### src/hw/rtl/sap_pkg.sv
// Shared types, constants and register codes of the smart-card ATR parser.
package sap_pkg;

	// Byte limit of one answer; later bytes only end the answer.
	localparam int MAX_ATR_BYTES = 33;
	localparam int BYTES_W       = 6;

	// Configuration register indexes.
	localparam int CFG_IDX_W = 3;
	localparam logic [CFG_IDX_W-1:0] CFG_DEFAULT_FI    = 3'd0;
	localparam logic [CFG_IDX_W-1:0] CFG_DEFAULT_DI    = 3'd1;
	localparam logic [CFG_IDX_W-1:0] CFG_DEFAULT_GUARD = 3'd2;
	localparam logic [CFG_IDX_W-1:0] CFG_DEFAULT_WI    = 3'd3;
	localparam logic [CFG_IDX_W-1:0] CFG_DEFAULT_IFSC  = 3'd4;
	localparam logic [CFG_IDX_W-1:0] CFG_DEFAULT_BWI   = 3'd5;
	localparam logic [CFG_IDX_W-1:0] CFG_DEFAULT_CWI   = 3'd6;
	localparam logic [CFG_IDX_W-1:0] CFG_DEFAULT_CRC   = 3'd7;

	// Register values after reset.
	localparam logic [3:0] RST_FI    = 4'd1;
	localparam logic [3:0] RST_DI    = 4'd1;
	localparam logic [7:0] RST_GUARD = 8'd0;
	localparam logic [7:0] RST_WI    = 8'd10;
	localparam logic [7:0] RST_IFSC  = 8'd32;
	localparam logic [3:0] RST_BWI   = 4'd4;
	localparam logic [3:0] RST_CWI   = 4'd13;
	localparam logic       RST_CRC   = 1'b0;

	// Initial character values.
	localparam logic [7:0] TS_DIRECT  = 8'h3B;
	localparam logic [7:0] TS_INVERSE = 8'h3F;

	// Summary status codes.
	localparam logic [1:0] STATUS_OK        = 2'd0;
	localparam logic [1:0] STATUS_TOO_SHORT = 2'd1;
	localparam logic [1:0] STATUS_TRUNCATED = 2'd2;
	localparam logic [1:0] STATUS_BAD_TS    = 2'd3;

	// TCK check codes.
	localparam logic [1:0] TCK_ABSENT   = 2'd0;
	localparam logic [1:0] TCK_MATCH    = 2'd1;
	localparam logic [1:0] TCK_MISMATCH = 2'd2;

	// Protocol number of block transmission.
	localparam logic [3:0] PROTO_T1 = 4'd1;

	typedef struct packed {
		logic [3:0] fi;
		logic [3:0] di;
		logic [7:0] extra_guard;
		logic [7:0] wi;
		logic [7:0] ifsc;
		logic [3:0] bwi;
		logic [3:0] cwi;
		logic       crc;
	} sap_cfg_t;

	typedef struct packed {
		logic [1:0] status;
		logic       inverse_convention;
		logic [1:0] tck_state;
		logic [3:0] historical_count;
		logic [3:0] fi;
		logic [3:0] di;
		logic [7:0] extra_guard;
		logic [7:0] wi;
		logic [3:0] protocol;
		logic [7:0] ifsc;
		logic [7:0] bwi_cwi;
		logic       crc_checksum;
	} sap_result_t;

endpackage

### src/hw/rtl/sap_in_if.sv
// Byte channel that carries the answer-to-reset into the parser.
interface sap_in_if;
	logic       valid;
	logic       ready;
	logic [7:0] atr_byte;
	logic       last;

	modport source (output valid, output atr_byte, output last, input ready);
	modport sink (input valid, input atr_byte, input last, output ready);
endinterface

### src/hw/rtl/sap_out_if.sv
// Summary channel that carries the parsed answer-to-reset parameters.
interface sap_out_if;
	logic       valid;
	logic       ready;
	logic [1:0] status;
	logic       inverse_convention;
	logic [1:0] tck_state;
	logic [3:0] historical_count;
	logic [3:0] fi;
	logic [3:0] di;
	logic [7:0] extra_guard;
	logic [7:0] wi;
	logic [3:0] protocol;
	logic [7:0] ifsc;
	logic [7:0] bwi_cwi;
	logic       crc_checksum;

	modport source (output valid, output status, output inverse_convention,
		output tck_state, output historical_count, output fi, output di,
		output extra_guard, output wi, output protocol, output ifsc,
		output bwi_cwi, output crc_checksum, input ready);
	modport sink (input valid, input status, input inverse_convention,
		input tck_state, input historical_count, input fi, input di,
		input extra_guard, input wi, input protocol, input ifsc,
		input bwi_cwi, input crc_checksum, output ready);
endinterface

### src/hw/rtl/smartcard_atr_parser.sv
// Top level: answer-to-reset parser with input register, parse core and result register.
// A summary is loaded into the result register when the last byte leaves the input register.
// Throughput: one byte per cycle, but a byte that ends the answer waits while the result register is full.
// A byte waits in the input register only while a finished summary is not yet taken.
// Reset (arst_n low, asynchronous) empties both registers, clears the parse state
// and loads the default-value registers with their documented values.
module smartcard_atr_parser import sap_pkg::*; (
	input  logic                 clk,
	input  logic                 arst_n,
	input  logic                 cfg_we,
	input  logic [CFG_IDX_W-1:0] cfg_index,
	input  logic [7:0]           cfg_wdata,
	sap_in_if.sink               in_ch,
	sap_out_if.source            out_ch
);

	sap_cfg_t    cfg;
	sap_result_t result;
	logic        emit;
	logic        free;
	logic        valid_s1;
	logic [7:0]  byte_s1;
	logic        last_s1;
	logic        advance;

	sap_cfg_regs u_cfg (
		.clk       (clk),
		.arst_n    (arst_n),
		.cfg_we    (cfg_we),
		.cfg_index (cfg_index),
		.cfg_wdata (cfg_wdata),
		.cfg       (cfg)
	);

	// A held byte moves on unless it ends the answer and the result register is full.
	assign advance     = valid_s1 && (!last_s1 || free);
	assign in_ch.ready = !valid_s1 || advance;

	// Input register.
	always_ff @(posedge clk or negedge arst_n) begin
		if (!arst_n) begin
			valid_s1 <= 1'b0;
		end else if (in_ch.ready) begin
			valid_s1 <= in_ch.valid;
		end
	end

	always_ff @(posedge clk) begin
		if (in_ch.ready && in_ch.valid) begin
			byte_s1 <= in_ch.atr_byte;
			last_s1 <= in_ch.last;
		end
	end

	sap_parse_core u_core (
		.clk      (clk),
		.arst_n   (arst_n),
		.step     (advance),
		.atr_byte (byte_s1),
		.last     (last_s1),
		.cfg      (cfg),
		.emit     (emit),
		.result   (result)
	);

	sap_out_reg u_out (
		.clk    (clk),
		.arst_n (arst_n),
		.load   (emit),
		.result (result),
		.free   (free),
		.out_ch (out_ch)
	);

endmodule

### src/hw/rtl/sap_cfg_regs.sv
// Default-value registers written through the configuration port.
module sap_cfg_regs import sap_pkg::*; (
	input  logic                 clk,
	input  logic                 arst_n,
	input  logic                 cfg_we,
	input  logic [CFG_IDX_W-1:0] cfg_index,
	input  logic [7:0]           cfg_wdata,
	output sap_cfg_t             cfg
);

	sap_cfg_t cfg_q;

	// Each write updates one register, truncated to its width.
	always_ff @(posedge clk or negedge arst_n) begin
		if (!arst_n) begin
			cfg_q.fi          <= RST_FI;
			cfg_q.di          <= RST_DI;
			cfg_q.extra_guard <= RST_GUARD;
			cfg_q.wi          <= RST_WI;
			cfg_q.ifsc        <= RST_IFSC;
			cfg_q.bwi         <= RST_BWI;
			cfg_q.cwi         <= RST_CWI;
			cfg_q.crc         <= RST_CRC;
		end else if (cfg_we) begin
			case (cfg_index)
				CFG_DEFAULT_FI:    cfg_q.fi          <= cfg_wdata[3:0];
				CFG_DEFAULT_DI:    cfg_q.di          <= cfg_wdata[3:0];
				CFG_DEFAULT_GUARD: cfg_q.extra_guard <= cfg_wdata;
				CFG_DEFAULT_WI:    cfg_q.wi          <= cfg_wdata;
				CFG_DEFAULT_IFSC:  cfg_q.ifsc        <= cfg_wdata;
				CFG_DEFAULT_BWI:   cfg_q.bwi         <= cfg_wdata[3:0];
				CFG_DEFAULT_CWI:   cfg_q.cwi         <= cfg_wdata[3:0];
				CFG_DEFAULT_CRC:   cfg_q.crc         <= cfg_wdata[0];
				default: ;
			endcase
		end
	end

	assign cfg = cfg_q;

endmodule

### src/hw/rtl/sap_parse_core.sv
// Byte-level parse state of the answer-to-reset and the summary it yields.
module sap_parse_core import sap_pkg::*; (
	input  logic        clk,
	input  logic        arst_n,
	input  logic        step,
	input  logic [7:0]  atr_byte,
	input  logic        last,
	input  sap_cfg_t    cfg,
	output logic        emit,
	output sap_result_t result
);

	localparam logic [2:0] PH_TS    = 3'd0;
	localparam logic [2:0] PH_T0    = 3'd1;
	localparam logic [2:0] PH_IFACE = 3'd2;
	localparam logic [2:0] PH_HIST  = 3'd3;
	localparam logic [2:0] PH_TCK   = 3'd4;
	localparam logic [2:0] PH_DONE  = 3'd5;

	logic [2:0]         phase_q,     phase_n;
	logic [3:0]         pending_q,   pending_n;
	logic [3:0]         level_q,     level_n;
	logic [3:0]         hist_left_q, hist_left_n;
	logic [3:0]         hist_tot_q,  hist_tot_n;
	logic [BYTES_W-1:0] bytes_q,     bytes_n;
	logic [7:0]         ts_q,        ts_n;
	logic [7:0]         xor_q,       xor_n;
	logic [1:0]         tck_q,       tck_n;
	logic [7:0]         ta1_q,       ta1_n;
	logic               ta1_p_q,     ta1_p_n;
	logic [7:0]         tc1_q,       tc1_n;
	logic               tc1_p_q,     tc1_p_n;
	logic [7:0]         tc2_q,       tc2_n;
	logic               tc2_p_q,     tc2_p_n;
	logic [3:0]         td1_q,       td1_n;
	logic [3:0]         prev_td_q,   prev_td_n;
	logic               t1_found_q,  t1_found_n;
	logic [7:0]         t1_ifsc_q,   t1_ifsc_n;
	logic               t1_ifsc_p_q, t1_ifsc_p_n;
	logic [7:0]         t1_tb_q,     t1_tb_n;
	logic               t1_tb_p_q,   t1_tb_p_n;
	logic               t1_tc_q,     t1_tc_n;
	logic               t1_tc_p_q,   t1_tc_p_n;

	logic               take;
	logic               t1_level;
	logic [1:0]         status;

	assign take     = (bytes_q < BYTES_W'(MAX_ATR_BYTES));
	assign t1_level = !t1_found_q && (level_q >= 4'd3) && (prev_td_q == PROTO_T1);

	// Next parse state for the byte in hand.
	always_comb begin
		phase_n     = phase_q;
		pending_n   = pending_q;
		level_n     = level_q;
		hist_left_n = hist_left_q;
		hist_tot_n  = hist_tot_q;
		bytes_n     = bytes_q;
		ts_n        = ts_q;
		xor_n       = xor_q;
		tck_n       = tck_q;
		ta1_n       = ta1_q;
		ta1_p_n     = ta1_p_q;
		tc1_n       = tc1_q;
		tc1_p_n     = tc1_p_q;
		tc2_n       = tc2_q;
		tc2_p_n     = tc2_p_q;
		td1_n       = td1_q;
		prev_td_n   = prev_td_q;
		t1_found_n  = t1_found_q;
		t1_ifsc_n   = t1_ifsc_q;
		t1_ifsc_p_n = t1_ifsc_p_q;
		t1_tb_n     = t1_tb_q;
		t1_tb_p_n   = t1_tb_p_q;
		t1_tc_n     = t1_tc_q;
		t1_tc_p_n   = t1_tc_p_q;
		if (take) begin
			bytes_n = bytes_q + 1'b1;
			case (phase_q)
				PH_TS: begin
					ts_n    = atr_byte;
					phase_n = PH_T0;
				end
				PH_T0: begin
					xor_n       = xor_q ^ atr_byte;
					hist_tot_n  = atr_byte[3:0];
					hist_left_n = atr_byte[3:0];
					pending_n   = atr_byte[7:4];
					level_n     = 4'd1;
					phase_n     = PH_IFACE;
					if (atr_byte[7:4] == 4'd0) begin
						phase_n = (atr_byte[3:0] != 4'd0) ? PH_HIST : PH_TCK;
					end
				end
				PH_IFACE: begin
					xor_n = xor_q ^ atr_byte;
					// The lowest pending bit names the byte's role: TA, TB, TC or TD.
					if (pending_q[0]) begin
						pending_n[0] = 1'b0;
						if (level_q == 4'd1) begin
							ta1_n   = atr_byte;
							ta1_p_n = 1'b1;
						end
						if (t1_level) begin
							t1_ifsc_n   = atr_byte;
							t1_ifsc_p_n = 1'b1;
						end
					end else if (pending_q[1]) begin
						pending_n[1] = 1'b0;
						if (t1_level) begin
							t1_tb_n   = atr_byte;
							t1_tb_p_n = 1'b1;
						end
					end else if (pending_q[2]) begin
						pending_n[2] = 1'b0;
						if (level_q == 4'd1) begin
							tc1_n   = atr_byte;
							tc1_p_n = 1'b1;
						end
						if (level_q == 4'd2) begin
							tc2_n   = atr_byte;
							tc2_p_n = 1'b1;
						end
						if (t1_level) begin
							t1_tc_n   = atr_byte[0];
							t1_tc_p_n = 1'b1;
						end
					end else begin
						if (level_q == 4'd1) begin
							td1_n = atr_byte[3:0];
						end
						if (t1_level) begin
							t1_found_n = 1'b1;
						end
						prev_td_n = atr_byte[3:0];
						pending_n = atr_byte[7:4];
						if (level_q != 4'hF) begin
							level_n = level_q + 1'b1;
						end
					end
					// The level is complete once no interface byte is pending.
					if (pending_n == 4'd0) begin
						phase_n = (hist_left_q != 4'd0) ? PH_HIST : PH_TCK;
					end
				end
				PH_HIST: begin
					xor_n       = xor_q ^ atr_byte;
					hist_left_n = hist_left_q - 1'b1;
					if (hist_left_n == 4'd0) begin
						phase_n = PH_TCK;
					end
				end
				PH_TCK: begin
					tck_n   = (xor_q == atr_byte) ? TCK_MATCH : TCK_MISMATCH;
					phase_n = PH_DONE;
				end
				default: ;
			endcase
		end
	end

	// Summary status from the state after this byte.
	always_comb begin
		if (bytes_n < BYTES_W'(2)) begin
			status = STATUS_TOO_SHORT;
		end else if (phase_n == PH_IFACE) begin
			status = STATUS_TRUNCATED;
		end else if (ts_n != TS_DIRECT && ts_n != TS_INVERSE) begin
			status = STATUS_BAD_TS;
		end else if (phase_n == PH_HIST) begin
			status = STATUS_TRUNCATED;
		end else begin
			status = STATUS_OK;
		end
	end

	// Summary fields; a failed answer reports zeros beside its status.
	always_comb begin
		result        = '0;
		result.status = status;
		if (status == STATUS_OK) begin
			result.inverse_convention = (ts_n == TS_INVERSE);
			result.tck_state          = tck_n;
			result.historical_count   = hist_tot_n;
			result.fi          = ta1_p_n ? ta1_n[7:4] : cfg.fi;
			result.di          = ta1_p_n ? ta1_n[3:0] : cfg.di;
			result.extra_guard = tc1_p_n ? tc1_n : cfg.extra_guard;
			result.wi          = tc2_p_n ? tc2_n : cfg.wi;
			result.protocol    = td1_n;
			result.ifsc        = t1_ifsc_p_n ? t1_ifsc_n : cfg.ifsc;
			result.bwi_cwi     = t1_tb_p_n ? t1_tb_n : {cfg.bwi, cfg.cwi};
			result.crc_checksum = t1_tc_p_n ? t1_tc_n : cfg.crc;
		end
	end

	assign emit = step && last;

	// Parse state; the byte marked last returns it to the start.
	always_ff @(posedge clk or negedge arst_n) begin
		if (!arst_n) begin
			phase_q     <= PH_TS;
			pending_q   <= '0;
			level_q     <= '0;
			hist_left_q <= '0;
			hist_tot_q  <= '0;
			bytes_q     <= '0;
			ts_q        <= '0;
			xor_q       <= '0;
			tck_q       <= TCK_ABSENT;
			ta1_q       <= '0;
			ta1_p_q     <= 1'b0;
			tc1_q       <= '0;
			tc1_p_q     <= 1'b0;
			tc2_q       <= '0;
			tc2_p_q     <= 1'b0;
			td1_q       <= '0;
			prev_td_q   <= '0;
			t1_found_q  <= 1'b0;
			t1_ifsc_q   <= '0;
			t1_ifsc_p_q <= 1'b0;
			t1_tb_q     <= '0;
			t1_tb_p_q   <= 1'b0;
			t1_tc_q     <= 1'b0;
			t1_tc_p_q   <= 1'b0;
		end else if (step && last) begin
			phase_q     <= PH_TS;
			pending_q   <= '0;
			level_q     <= '0;
			hist_left_q <= '0;
			hist_tot_q  <= '0;
			bytes_q     <= '0;
			ts_q        <= '0;
			xor_q       <= '0;
			tck_q       <= TCK_ABSENT;
			ta1_q       <= '0;
			ta1_p_q     <= 1'b0;
			tc1_q       <= '0;
			tc1_p_q     <= 1'b0;
			tc2_q       <= '0;
			tc2_p_q     <= 1'b0;
			td1_q       <= '0;
			prev_td_q   <= '0;
			t1_found_q  <= 1'b0;
			t1_ifsc_q   <= '0;
			t1_ifsc_p_q <= 1'b0;
			t1_tb_q     <= '0;
			t1_tb_p_q   <= 1'b0;
			t1_tc_q     <= 1'b0;
			t1_tc_p_q   <= 1'b0;
		end else if (step) begin
			phase_q     <= phase_n;
			pending_q   <= pending_n;
			level_q     <= level_n;
			hist_left_q <= hist_left_n;
			hist_tot_q  <= hist_tot_n;
			bytes_q     <= bytes_n;
			ts_q        <= ts_n;
			xor_q       <= xor_n;
			tck_q       <= tck_n;
			ta1_q       <= ta1_n;
			ta1_p_q     <= ta1_p_n;
			tc1_q       <= tc1_n;
			tc1_p_q     <= tc1_p_n;
			tc2_q       <= tc2_n;
			tc2_p_q     <= tc2_p_n;
			td1_q       <= td1_n;
			prev_td_q   <= prev_td_n;
			t1_found_q  <= t1_found_n;
			t1_ifsc_q   <= t1_ifsc_n;
			t1_ifsc_p_q <= t1_ifsc_p_n;
			t1_tb_q     <= t1_tb_n;
			t1_tb_p_q   <= t1_tb_p_n;
			t1_tc_q     <= t1_tc_n;
			t1_tc_p_q   <= t1_tc_p_n;
		end
	end

	// A summary leaves the parser ready for a fresh TS.
	a_restart: assert property (@(posedge clk) disable iff (!arst_n)
		emit |=> (phase_q == PH_TS && bytes_q == '0))
		else $error("parse state not cleared after summary");

	// The byte count never runs past the answer limit.
	a_bytes_cap: assert property (@(posedge clk) disable iff (!arst_n)
		bytes_q <= BYTES_W'(MAX_ATR_BYTES))
		else $error("byte count beyond answer limit");

	// Interface phase always has an interface byte outstanding.
	a_iface_pending: assert property (@(posedge clk) disable iff (!arst_n)
		(phase_q == PH_IFACE) |-> (pending_q != 4'd0))
		else $error("interface phase with nothing pending");

	// Historical phase always has a historical byte outstanding.
	a_hist_left: assert property (@(posedge clk) disable iff (!arst_n)
		(phase_q == PH_HIST) |-> (hist_left_q != 4'd0))
		else $error("historical phase with no bytes left");

endmodule

### src/hw/rtl/sap_out_reg.sv
// Result register that holds one summary until its transfer completes.
module sap_out_reg import sap_pkg::*; (
	input  logic        clk,
	input  logic        arst_n,
	input  logic        load,
	input  sap_result_t result,
	output logic        free,
	sap_out_if.source   out_ch
);

	logic        valid_q;
	sap_result_t data_q;

	// The register can take a new summary when empty or being drained.
	assign free = !valid_q || out_ch.ready;

	always_ff @(posedge clk or negedge arst_n) begin
		if (!arst_n) begin
			valid_q <= 1'b0;
		end else if (load) begin
			valid_q <= 1'b1;
		end else if (out_ch.ready) begin
			valid_q <= 1'b0;
		end
	end

	always_ff @(posedge clk) begin
		if (load) begin
			data_q <= result;
		end
	end

	assign out_ch.valid              = valid_q;
	assign out_ch.status             = data_q.status;
	assign out_ch.inverse_convention = data_q.inverse_convention;
	assign out_ch.tck_state          = data_q.tck_state;
	assign out_ch.historical_count   = data_q.historical_count;
	assign out_ch.fi                 = data_q.fi;
	assign out_ch.di                 = data_q.di;
	assign out_ch.extra_guard        = data_q.extra_guard;
	assign out_ch.wi                 = data_q.wi;
	assign out_ch.protocol           = data_q.protocol;
	assign out_ch.ifsc               = data_q.ifsc;
	assign out_ch.bwi_cwi            = data_q.bwi_cwi;
	assign out_ch.crc_checksum       = data_q.crc_checksum;

endmodule

### src/flat_wrapper.sv
// flat-port wrapper written by rule: the top's interface ports become plain ports
module smartcard_atr_parser_flat import sap_pkg::*;
  (clk, arst_n, cfg_we, cfg_index, cfg_wdata, in_ch_valid, in_ch_atr_byte, in_ch_last, in_ch_ready, out_ch_valid, out_ch_status, out_ch_inverse_convention, out_ch_tck_state, out_ch_historical_count, out_ch_fi, out_ch_di, out_ch_extra_guard, out_ch_wi, out_ch_protocol, out_ch_ifsc, out_ch_bwi_cwi, out_ch_crc_checksum, out_ch_ready);
  sap_in_if in_ch_i ();
  sap_out_if out_ch_i ();
  input  logic clk;
  input  logic arst_n;
  input  logic cfg_we;
  input  logic [CFG_IDX_W-1:0] cfg_index;
  input  logic [7:0] cfg_wdata;
  input wire logic [$bits(in_ch_i.valid)-1:0] in_ch_valid;
  input wire logic [$bits(in_ch_i.atr_byte)-1:0] in_ch_atr_byte;
  input wire logic [$bits(in_ch_i.last)-1:0] in_ch_last;
  output wire logic [$bits(in_ch_i.ready)-1:0] in_ch_ready;
  output wire logic [$bits(out_ch_i.valid)-1:0] out_ch_valid;
  output wire logic [$bits(out_ch_i.status)-1:0] out_ch_status;
  output wire logic [$bits(out_ch_i.inverse_convention)-1:0] out_ch_inverse_convention;
  output wire logic [$bits(out_ch_i.tck_state)-1:0] out_ch_tck_state;
  output wire logic [$bits(out_ch_i.historical_count)-1:0] out_ch_historical_count;
  output wire logic [$bits(out_ch_i.fi)-1:0] out_ch_fi;
  output wire logic [$bits(out_ch_i.di)-1:0] out_ch_di;
  output wire logic [$bits(out_ch_i.extra_guard)-1:0] out_ch_extra_guard;
  output wire logic [$bits(out_ch_i.wi)-1:0] out_ch_wi;
  output wire logic [$bits(out_ch_i.protocol)-1:0] out_ch_protocol;
  output wire logic [$bits(out_ch_i.ifsc)-1:0] out_ch_ifsc;
  output wire logic [$bits(out_ch_i.bwi_cwi)-1:0] out_ch_bwi_cwi;
  output wire logic [$bits(out_ch_i.crc_checksum)-1:0] out_ch_crc_checksum;
  input wire logic [$bits(out_ch_i.ready)-1:0] out_ch_ready;
  assign in_ch_i.valid = in_ch_valid;
  assign in_ch_i.atr_byte = in_ch_atr_byte;
  assign in_ch_i.last = in_ch_last;
  assign in_ch_ready = in_ch_i.ready;
  assign out_ch_valid = out_ch_i.valid;
  assign out_ch_status = out_ch_i.status;
  assign out_ch_inverse_convention = out_ch_i.inverse_convention;
  assign out_ch_tck_state = out_ch_i.tck_state;
  assign out_ch_historical_count = out_ch_i.historical_count;
  assign out_ch_fi = out_ch_i.fi;
  assign out_ch_di = out_ch_i.di;
  assign out_ch_extra_guard = out_ch_i.extra_guard;
  assign out_ch_wi = out_ch_i.wi;
  assign out_ch_protocol = out_ch_i.protocol;
  assign out_ch_ifsc = out_ch_i.ifsc;
  assign out_ch_bwi_cwi = out_ch_i.bwi_cwi;
  assign out_ch_crc_checksum = out_ch_i.crc_checksum;
  assign out_ch_i.ready = out_ch_ready;
  smartcard_atr_parser u_core (.clk(clk), .arst_n(arst_n), .cfg_we(cfg_we), .cfg_index(cfg_index), .cfg_wdata(cfg_wdata), .in_ch(in_ch_i), .out_ch(out_ch_i));
endmodule
### config.mk
export PLATFORM = sky130hd
export DESIGN_NAME = smartcard_atr_parser_flat
export DESIGN_NICKNAME = d
export VERILOG_FILES = /design/src/hw/rtl/sap_pkg.sv /design/src/hw/rtl/sap_in_if.sv /design/src/hw/rtl/sap_out_if.sv /design/src/hw/rtl/smartcard_atr_parser.sv /design/src/hw/rtl/sap_cfg_regs.sv /design/src/hw/rtl/sap_parse_core.sv /design/src/hw/rtl/sap_out_reg.sv /design/src/flat_wrapper.sv
export SDC_FILE = /design/constraint.sdc
export NUM_CORES = 1
export LEC_CHECK = 0
export ABC_AREA = 1
export ABC_CLOCK_PERIOD_IN_PS = 7100
export BUFFER_PORTS_ARGS = -buffer_cell sky130_fd_sc_hd__buf_2
export CAP_MARGIN = 20
export CELL_PAD_IN_SITES_DETAIL_PLACEMENT = 1
export CELL_PAD_IN_SITES_GLOBAL_PLACEMENT = 2
export CORE_MARGIN = 4
export CORE_UTILIZATION = 40
export DETAILED_ROUTE_END_ITERATION = 10
export PLACE_DENSITY = 0.86
export RECOVER_POWER = 50
export SETUP_SLACK_MARGIN = 0.2
export SKIP_LAST_GASP = 1
export SLEW_MARGIN = 20
export SYNTH_ARGS = -nofsm -noshare
export SYNTH_HDL_FRONTEND = slang
export SYNTH_SLANG_ARGS = --single-unit
### constraint.sdc
create_clock -name clk -period 7.1 [get_ports clk]
set_input_delay 0.355 -clock clk [delete_from_list [all_inputs] [get_ports clk]]
set_output_delay 0.355 -clock clk [all_outputs]
set_load 0.01 [all_outputs]
=== Yosys cells after proc, flatten, opt, wreduce, memory -nomap -nowiden ===
Index checks and enable logic that the tools add are counted.

* Register bits: 205
* Bits in latches: 0
* RAM bits: 0
* ROM bits: 0
* Word-level logic and storage cells: 306
* Memories kept: 0

* $add $sub $neg: 3
* Multiply operators: 0
* Div/mod/pow operators: 0
* Magnitude comparators: 3
* Equality and inequality tests: 28
* Shift operators: 0
* Muxes and demuxes: 179
* Bitwise logic cells: 1
* Reduce and logical (&&, ||, !) cells: 44

{| class="wikitable"
|+ Operator list
! cell !! number
|-
| $mux W8 || 47
|-
| $mux W4 || 34
|-
| $mux W1 || 69
|-
| $mux W3 || 11
|-
| $pmux W4 S2 || 3
|-
| $mux W2 || 11
|-
| $eq A3 B2 Y1 const B || 6
|-
| $mux W6 || 3
|-
| $ne A8 B6 Y1 const B || 2
|-
| $reduce_and A2 Y1 || 8
|-
| $eq A3 B3 Y1 const B || 5
|-
| $pmux W3 S5 || 1
|-
| $reduce_and A7 Y1 || 2
|-
| $logic_not A4 Y1 || 3
|-
| $ne A3 B3 Y1 const B || 4
|-
| $reduce_bool A2 Y1 || 6
|-
| $reduce_and A3 Y1 || 3
|-
| $eq A4 B1 Y1 const B || 2
|-
| $eq A8 B6 Y1 const B || 1
|-
| $eq A8 B8 Y1 || 1
|-
| $reduce_bool A4 Y1 || 2
|-
| $xor A8 B8 Y8 || 1
|-
| $add A6 B1 Y6 const B || 1
|-
| $eq A3 B1 Y1 const B || 2
|-
| other kinds (16) || 30
|}

=== Depth between registers and ports, before layout ===
Gate-level depths: netlist of run 1.

* Depth in word-level cells: 15
* Depth in mapped cells: 16
* Depth with buffers taken out: 16

=== By module ===
Synthesis of run 1 repeated with hierarchy kept, for this count alone.

* Cells, all modules: 1077
* Area total of the unflattened synthesis: 9774.4 um^2

{| class="wikitable"
|+ Modules (own cells, without submodules)
! module !! times used !! cells each !! area each (um^2)
|-
| sap_parse_core || 1 || 807 || 6100.9
|-
| sap_cfg_regs || 1 || 194 || 1675.4
|-
| sap_out_reg || 1 || 59 || 1666.6
|-
| smartcard_atr_parser || 1 || 17 || 331.6
|}

=== Worst setup path after synthesis of run 1 ===
No wires, ideal clock.

* Path kind: reg-to-reg
* Start point: register u_core.last_s1
* End point: register u_core.u_out.data_q, in the netlist u_core.u_out.out_ch.bwi_cwi[0], enable pin
* Data arrival time: 2.103 ns
* Path slack: 4.585 ns
* Cell stages (with the launch flop): 7
* Cell sequence: edfxtp_1 > nand3_1 > nand2_1 > inv_2 > nand2_1 > buf_2 > inv_1

* Longest elaborated chain between the ends: 4

{| class="wikitable"
|+ Ends and longest elaborated chain
! what !! RTL line !! text
|-
| from (decl) || smartcard_atr_parser.sv:23 || <nowiki>logic last_s1;</nowiki>
|-
| from (signal assigned) || smartcard_atr_parser.sv:51 || <nowiki>last_s1 <= in_ch.last;</nowiki>
|-
| $logic_not A1 Y1 || smartcard_atr_parser.sv:36 || <nowiki>assign advance = valid_s1 && (!last_s1 || free);</nowiki>
|-
| $logic_or A1 B1 Y1 || smartcard_atr_parser.sv:36 ||
|-
| $logic_and A1 B1 Y1 || smartcard_atr_parser.sv:36 ||
|-
| $logic_and A1 B1 Y1 (*) || sap_parse_core.sv:197 || <nowiki>assign emit = step && last;</nowiki>
|-
| net u_core.emit || smartcard_atr_parser.sv:19 || <nowiki>logic emit;</nowiki>
|-
| to (signal assigned) || sap_out_reg.sv:29 || <nowiki>data_q <= result;</nowiki>
|-
| to (decl) || sap_out_reg.sv:12 || <nowiki>sap_result_t data_q;</nowiki>
|}

The timed path passes the listed nets; every way through them passes the cells marked *.
A chain may end at the register's enable or synchronous reset.

=== Worst setup path after layout of run 1 ===
* Start point: register u_core.last_s1
* End point: register u_core.u_core.ta1_p_q

* Longest elaborated chain between the ends: 5
* Elaborated cells on any way between the ends: 6
* Those cells by class: mux (1); reduce/logical (5)

{| class="wikitable"
|+ Ends and longest elaborated chain
! what !! RTL line !! text
|-
| $logic_not A1 Y1 || smartcard_atr_parser.sv:36 ||
|-
| $logic_or A1 B1 Y1 || smartcard_atr_parser.sv:36 ||
|-
| $logic_and A1 B1 Y1 || smartcard_atr_parser.sv:36 ||
|-
| $logic_and A1 B1 Y1 (*) || -- ||
|-
| net u_core.emit || smartcard_atr_parser.sv:19 ||
|-
| $mux W1 / $reduce_bool A2 Y1 (equally long branches) || -- ||
|-
| to (signal assigned) || sap_parse_core.sv:262 || <nowiki>ta1_p_q <= ta1_p_n;</nowiki>
|-
| to (decl) || sap_parse_core.sv:30 || <nowiki>logic ta1_p_q, ta1_p_n;</nowiki>
|}

Marked as above.

==> run metrics, run 1 <==
status finished, violations left; failing checks capacitance limit, slew limit; Syn Nets 1107; min Tclk post-route 4.912 ns; cell taking the most area after synthesis dfrtp_1; Post-DP HPWL 18.25 mm; ys flop type dfrtp_1; Die Ht 162.8 um; worst hold path startpoint in_ch_atr_byte[1]; share of cells above drive strength 1 0.09239; multi-input logic area 0.003388 sq mm; row cnt 56; Worst Path Max Fanout 46; Clk pwr share 0.333; Crit path depth 9; Max-cap violations 3; antenna violations before repair 0; Hold Path Depth 1; Worst Skew 0.01252 ns; Sequential Area 0.005456 sq mm; Die Wd 162.8 um; Achievable Freq 203.6 MHz; area grow syn2layout 13.99%; Peak supply drop 198.0 uV; worst setup path end u_core.u_core.ta1_p_q; final wirelength 26.84 mm; DIE AREA 0.02651 sq mm; RSZ-0062 raised after global routing false; pwr dens 314.4 mW/mm^2; Post-CTS Resized 0; top-area cell type share of the netlist area 0.3472; # hold bufs at CTS 1; count leader, synth nand2_1; # setup viols final 0; slowest CP cell inv_1; Total GRT Usage 0.2042; Comb power frac 0.232; setup repair bufs after CTS 0; Critical R2R Launch u_core.last_s1; Vias/cell 5.165; Arr. time, crit path 5.32 ns; Setup TNS Final 0 ns; clock latency on the worst-skew pair 0.51 ns; Net Switching 0.001138 W; Async SR Flop Fraction 0.6927; Warnings, synthesis 0; DRT antenna net count 0; Total Power 0.003436 W; synthesized flop and latch total 205; sequential fraction of the synthesis area 0.5692; CP bufs+invs 5; Synth Cell Area 0.009587 sq mm; Worst EP required 7.51 ns; nets@finish 1184; Antenna diodes 0; EDFF count, synth 63; input/output buffers 80; internal power 0.002297 W; I/O pin count 81; critical-path cell list nand3_1 -> nand2_1 -> clkbuf_1 -> inv_1 -> nand2_1 -> buf_4 -> inv_2 -> buf_4 -> a211oi_1; CTS tree yes; worst-case hold slack 0.01851 ns; WL/cell 18.03 um; largest net degree at the start of global routing 75; reg2reg end u_core.u_core.ta1_p_q; Critical Path End Type flop; Mapped Cells 1075; first-pass GRT wire length 43.18 mm; Worst Setup SP u_core.last_s1; root buf cell clkbuf_16; worst r2r path cells 9; DRT Pass-1 Iters 6; clk slew on worst S/H paths 0.06 ns; top post-synthesis cells by count nand2_1 (218), inv_1 (140), o21ai_0 (140); worst reg-to-reg setup slack 2.19 ns; GPL Wtd Cong 0.8120; core area 0.02354 sq mm; Filler cells 2818; slowest stage delay, CP 1.28 ns; kind of start point of the critical path flop; syn_area_per_cell 8.918 sq um; slew margin rel. -0.1665; Starting Density 0.4072; Clock Path Buffers 3; Sw Ratio 0.3314; Final Hold Violating Endpoints 0; Seq pwr share 0.435; CTS H-tree lvls 1; Lkg Pwr 4.858 nW; initial drt markers 376; period utilisation layout 0.6919; Yosys cell types 39; CTS sink cnt 205; DRC 0; CTS Buf Count 23; vias in the first global route 7931; grt total ovfl 0; Setup CP Type flop to flop; ranking of synthesized cells by area dfrtp_1 (35%), edfxtp_1 (20%), nand2_1 (8.5%); DR vias 7686; worst hold path class primary input to flop; Slew Viols, Final 113; Slew @ Worst Pin 1.750 ns; family with the most delay on the worst path buffers and inverters
[worst reg2reg max path, cell delays in order (launching register included)]
cell and delay [ns]:
edfxtp_1 0.45, nand3_1 0.10, nand2_1 0.06, clkbuf_1 1.25
inv_1 1.29, nand2_1 0.33, buf_4 0.37, inv_2 0.32
buf_4 0.39, a211oi_1 0.26
[how the worst min path moves through the flow]
| stage | to |
|---|---|
| floorplan | u_core.u_cfg.cfg[0] |
| global placement | u_core.u_core.ts_q[0] |
| detailed placement | u_core.u_core.ts_q[0] |
| CTS | u_core.byte_s1[7] |
| global route | u_core.byte_s1[2] |
| finish | u_core.byte_s1[1] |
[cell usage in the layout (no fill, tap or decap), types with 5 or more instances in the layout]
master     count
nand2_1      218
inv_1        140
o21ai_0      140
dfrtp_1      133
nor2_1       111
clkbuf_1      66
edfxtp_1      63
a21oi_1       45
o22ai_1       37
nand3_1       31
nor2_2        23
clkbuf_16     23
buf_2         21
a22o_1        16
dfstp_2        9
mux2i_1        8
nand4_1        7
ha_1           7
buf_4          7
nor3_1         6
xnor2_1        6
clkinv_1       5
[flip-flops by register name, summed over array words and instances, names as in the netlist, 6 cells and up]
signal	flops
u_core.u_core.tc1_q	8
u_core.u_core.ta1_q	8
u_core.byte_s1	8
u_core.u_out.out_ch.wi	8
u_core.u_cfg.cfg	41
u_core.u_core.ts_q	8
u_core.u_core.tc2_q	8
u_core.u_out.out_ch.bwi_cwi	8
u_core.u_core.t1_tb_q	8
u_core.u_out.out_ch.ifsc	8
u_core.u_out.out_ch.extra_guard	8
u_core.u_core.bytes_q	6
u_core.u_core.xor_q	8
u_core.u_core.t1_ifsc_q	8
[through the flow]
stage	cell area, sq um	worst slack [ns]	util	instances
global placement	10260	3.713	0.4357	1443
global route	10930	1.707	0.4642	1488
detailed placement	10260	3.577	0.4357	1443
finish	10930	2.188	0.4642	1488
CTS	10980	3.558	0.4666	1486
floorplan	9587	4.585	-	1075
[metal layers]
layer,part of all wire,global-route usage
met5,0,0
met4,0.015,0.04308
met3,0.043,0.02379
met2,0.47,0.3347
met1,0.47,0.2949
[cell families (layout without fill, tap and decap cells)]
kind of cell | Yosys count | count (layout) | synth area share
XOR/XNOR | 10 | 10 | 0.009136
AND/OR/NAND/NOR | 409 | 409 | 0.1813
adder cells (fa/ha/maj) | 7 | 7 | 0.009136
flip-flops | 205 | 205 | 0.5692
buffers and inverters | 185 | 279 | 0.07805
AO/OA/AOI/OAI | 251 | 251 | 0.1449
multiplexers | 8 | 8 | 0.008353
[final cells by class]
type | count | area share
multi-input combinational | 685 | 0.3101
clock buffer | 31 | 0.05725
inverter | 145 | 0.04981
sequential | 205 | 0.4993
timing repair buffer | 92 | 0.03881
clock inverter | 11 | 0.008244
tap | 319 | 0.03652
[power groups by stage]
| stage | clock (W) | combinational [W] | sequential (W) |
|---|---|---|---|
| finish | 0.00114 | 0.000799 | 0.00149 |
| floorplan | 0 | 0.000575 | 0.00149 |
| global placement | 0 | 0.000774 | 0.00151 |
| global route | 0.00122 | 0.000926 | 0.00151 |
| CTS | 0.00117 | 0.000807 | 0.00149 |
| detailed placement | 0 | 0.000799 | 0.00151 |
Power figures use the tool's default switching activity.
==> run 2: changes to the inputs <==
--- a/config.mk
+++ b/config.mk
@@ -6,15 +6,15 @@
 export NUM_CORES = 1
 export LEC_CHECK = 0
 export ABC_AREA = 1
-export ABC_CLOCK_PERIOD_IN_PS = 7100
+export ABC_CLOCK_PERIOD_IN_PS = 4990
 export BUFFER_PORTS_ARGS = -buffer_cell sky130_fd_sc_hd__buf_2
 export CAP_MARGIN = 20
 export CELL_PAD_IN_SITES_DETAIL_PLACEMENT = 1
 export CELL_PAD_IN_SITES_GLOBAL_PLACEMENT = 2
 export CORE_MARGIN = 4
-export CORE_UTILIZATION = 40
+export CORE_UTILIZATION = 37
 export DETAILED_ROUTE_END_ITERATION = 10
-export PLACE_DENSITY = 0.86
+export PLACE_DENSITY = 0.8
 export RECOVER_POWER = 50
 export SETUP_SLACK_MARGIN = 0.2
 export SKIP_LAST_GASP = 1
==> constraint.sdc (replaced) <==
create_clock -name clk -period 4.99 [get_ports clk]
set_input_delay 0.2495 -clock clk [delete_from_list [all_inputs] [get_ports clk]]
set_output_delay 0.2495 -clock clk [all_outputs]
set_load 0.01 [all_outputs]
==> run metrics, run 2 (synthesis results as in run 1) <==
I/O pin count 81 (unchanged); dpl cell area 0.01028 sq mm (+0.21%); Sw Ratio 0.3252 (-0.006192); placed cells 1455 (+0.83%); Worst Skew 0.01323 ns (+0.0007041 ns); setup repair bufs after CTS 0 (unchanged); CTS tree yes; CP bufs+invs 1 (-4); Worst Setup SP u_core.u_core.bytes_q[0]; Final Hold Violating Endpoints 0 (unchanged); status finished, violations left; internal power 0.003328 W (+45%); Vias/cell 5.062 (-2.0%); Post-CTS Resized 0 (unchanged); Setup TNS Final 0 ns (unchanged); # setup viols final 0 (unchanged); share of cells above drive strength 1 0.09391 (+0.001522); kind of start point of the critical path flop; Clk pwr share 0.341 (+0.008); most frequent cells in the layout nand2_1 (219), o21ai_0 (140), inv_1 (139); Max-cap violations 3 (unchanged); DRC 0 (unchanged); fin area 0.01106 sq mm (+1.2%); core area 0.02533 sq mm (+7.6%); antenna violations before repair 0 (unchanged); reg2reg end u_core.u_out.out_ch.extra_guard[5]; slew margin rel. -0.5830 (-0.4165); DRT Pass-1 Iters 5 (-1); root buf cell clkbuf_16; CTS H-tree lvls 1 (unchanged); largest net degree at the start of global routing 89 (+19%); Critical R2R Launch u_core.u_core.bytes_q[0]; worst setup path end u_core.u_out.out_ch.extra_guard[5]; Slew Viols, Final 154 (+36%); most frequent CP cell nand2_1; DIE AREA 0.02855 sq mm (+7.7%); Die Ht 169.0 um (+3.8%); Total GRT Usage 0.1905 (-0.01375); clock latency on the worst-skew pair 0.51 ns (about the same); Critical Path End Type flop; Arr. time, crit path 4.01 ns (-1.31 ns); initial drt markers 393 (+4.5%); Clock Path Buffers 3 (unchanged); DR vias 7653 (-0.43%); Comb power frac 0.227 (-0.005); pwr dens 445.8 mW/mm^2 (+42%); Peak supply drop 279.3 uV (+41%); grt total ovfl 0 (unchanged); # hold bufs at CTS 13 (+12); worst reg-to-reg setup slack 1.31 ns (-0.88 ns); Worst EP required 5.31 ns (-2.20 ns); clk slew on worst S/H paths 0.06 ns (about the same); Slew @ Worst Pin 2.374 ns (+0.6247 ns); worst r2r path cells 12 (+3); Setup CP Type flop to flop; CTS Buf Count 24 (+4.3%); Filler cells 2991 (+6.1%); vias in the first global route 7912 (-0.24%); Net Switching 0.001604 W (+41%); Crit path depth 12 (+3); input/output buffers 80 (unchanged); Antenna diodes 0 (unchanged); slowest stage delay, CP 0.62 ns (-0.66 ns); RSZ-0062 raised after global routing false; commonest non-fill, non-tap cell in the layout nand2_1; final wirelength 27.15 mm (+1.2%); WL/cell 17.95 um (-0.45%); Seq pwr share 0.431 (-0.004); failing checks capacitance limit, slew limit; period utilisation layout 0.7383 (+0.04643); family with the most delay on the worst path simple AND/OR/NAND/NOR gates; Non-Filler Instances 1512 (+1.6%); nets@finish 1196 (+1.0%); CTS sink cnt 205 (unchanged); first-pass GRT wire length 43.70 mm (+1.2%); Post-DP HPWL 18.39 mm (+0.79%); Lkg Pwr 4.917 nW (+1.2%); area grow syn2layout 15.41%; max reg flops 41 (unchanged); Achievable Freq 271.4 MHz (+33%); min Tclk post-route 3.684 ns (-1.228 ns); slowest CP cell nand3_4; Worst Path Max Fanout 52 (+13%); row cnt 58 (+3.6%); Die Wd 169.0 um (+3.8%); critical-path cell list inv_1 -> ha_1 -> nand3_1 -> nand2_1 -> nand3_1 -> nand2_1 -> o21ai_0 -> nor2_1 -> nand2_1 -> nor2_4 -> nand3_4 -> nor2_1; GPL Wtd Cong 0.8698 (+7.1%); worst hold path class primary input to flop; Starting Density 0.3785 (-0.02869); DRT antenna net count 0 (unchanged)
[run 2: area by class of cell]
class,instances,area [sq um],area share
Sequential cell,205,5456,0.4932
Multi-Input combinational cell,685,3368,0.3044
Clock buffer,31,668.1,0.06039
Inverter,145,544.3,0.04919
Timing Repair Buffer,103,524.3,0.04738
Tap cell,330,412.9,0.03732
Clock inverter,13,90.09,0.008142
[run 2: how the worst min path moves through the flow]
stage | from | endpoint | slack [ns] | cells after the start
2_1_floorplan | arst_n | u_core.u_cfg.cfg[0] | -0.05 | 0
3_3_place_gp | arst_n | u_core.u_core.xor_q[3] | 0.41 | 1
3_5_place_dp | arst_n | u_core.u_core.xor_q[3] | 0.40 | 1
4_1_cts | cfg_wdata[6] | u_core.u_cfg.cfg[23] | 0.06 | 3
5_1_grt | cfg_wdata[5] | u_core.u_cfg.cfg[30] | 0.07 | 3
6_report | cfg_wdata[5] | u_core.u_cfg.cfg[22] | 0.06 | 3
[run 2: routing by layer]
layer	wire, um	track usage
met5	0	0
met4	469	0.03776
met3	837	0.02592
met2	12740	0.3170
met1	13100	0.2686
[run 2: per-stage QoR]
stage	total power, W	hold WS (ns)	worst slack (ns)	util
after global placement	0.003256	0.4103	1.966	0.4059
after floorplan	0.002944	-0.04609	2.475	-
final	0.004932	0.06477	1.306	0.4369
after global routing	0.005258	0.07124	0.8457	0.4369
after CTS	0.005014	0.05578	1.826	0.4410
after detailed placement	0.003292	0.4034	1.830	0.4059
[run 2: power by group through the flow]
stage	sequential [W]	clock [W]	combinational [W]
2_1_floorplan	0.00213	0	0.000818
3_3_place_gp	0.00215	0	0.00111
3_5_place_dp	0.00216	0	0.00113
4_1_cts	0.00213	0.00174	0.00115
5_1_grt	0.00216	0.00181	0.00129
6_report	0.00213	0.00168	0.00112
[run 2: tightest hold or removal path: stages]
cell and delay, ns:
buf_2 0.07, inv_1 0.06, o21ai_0 0.15
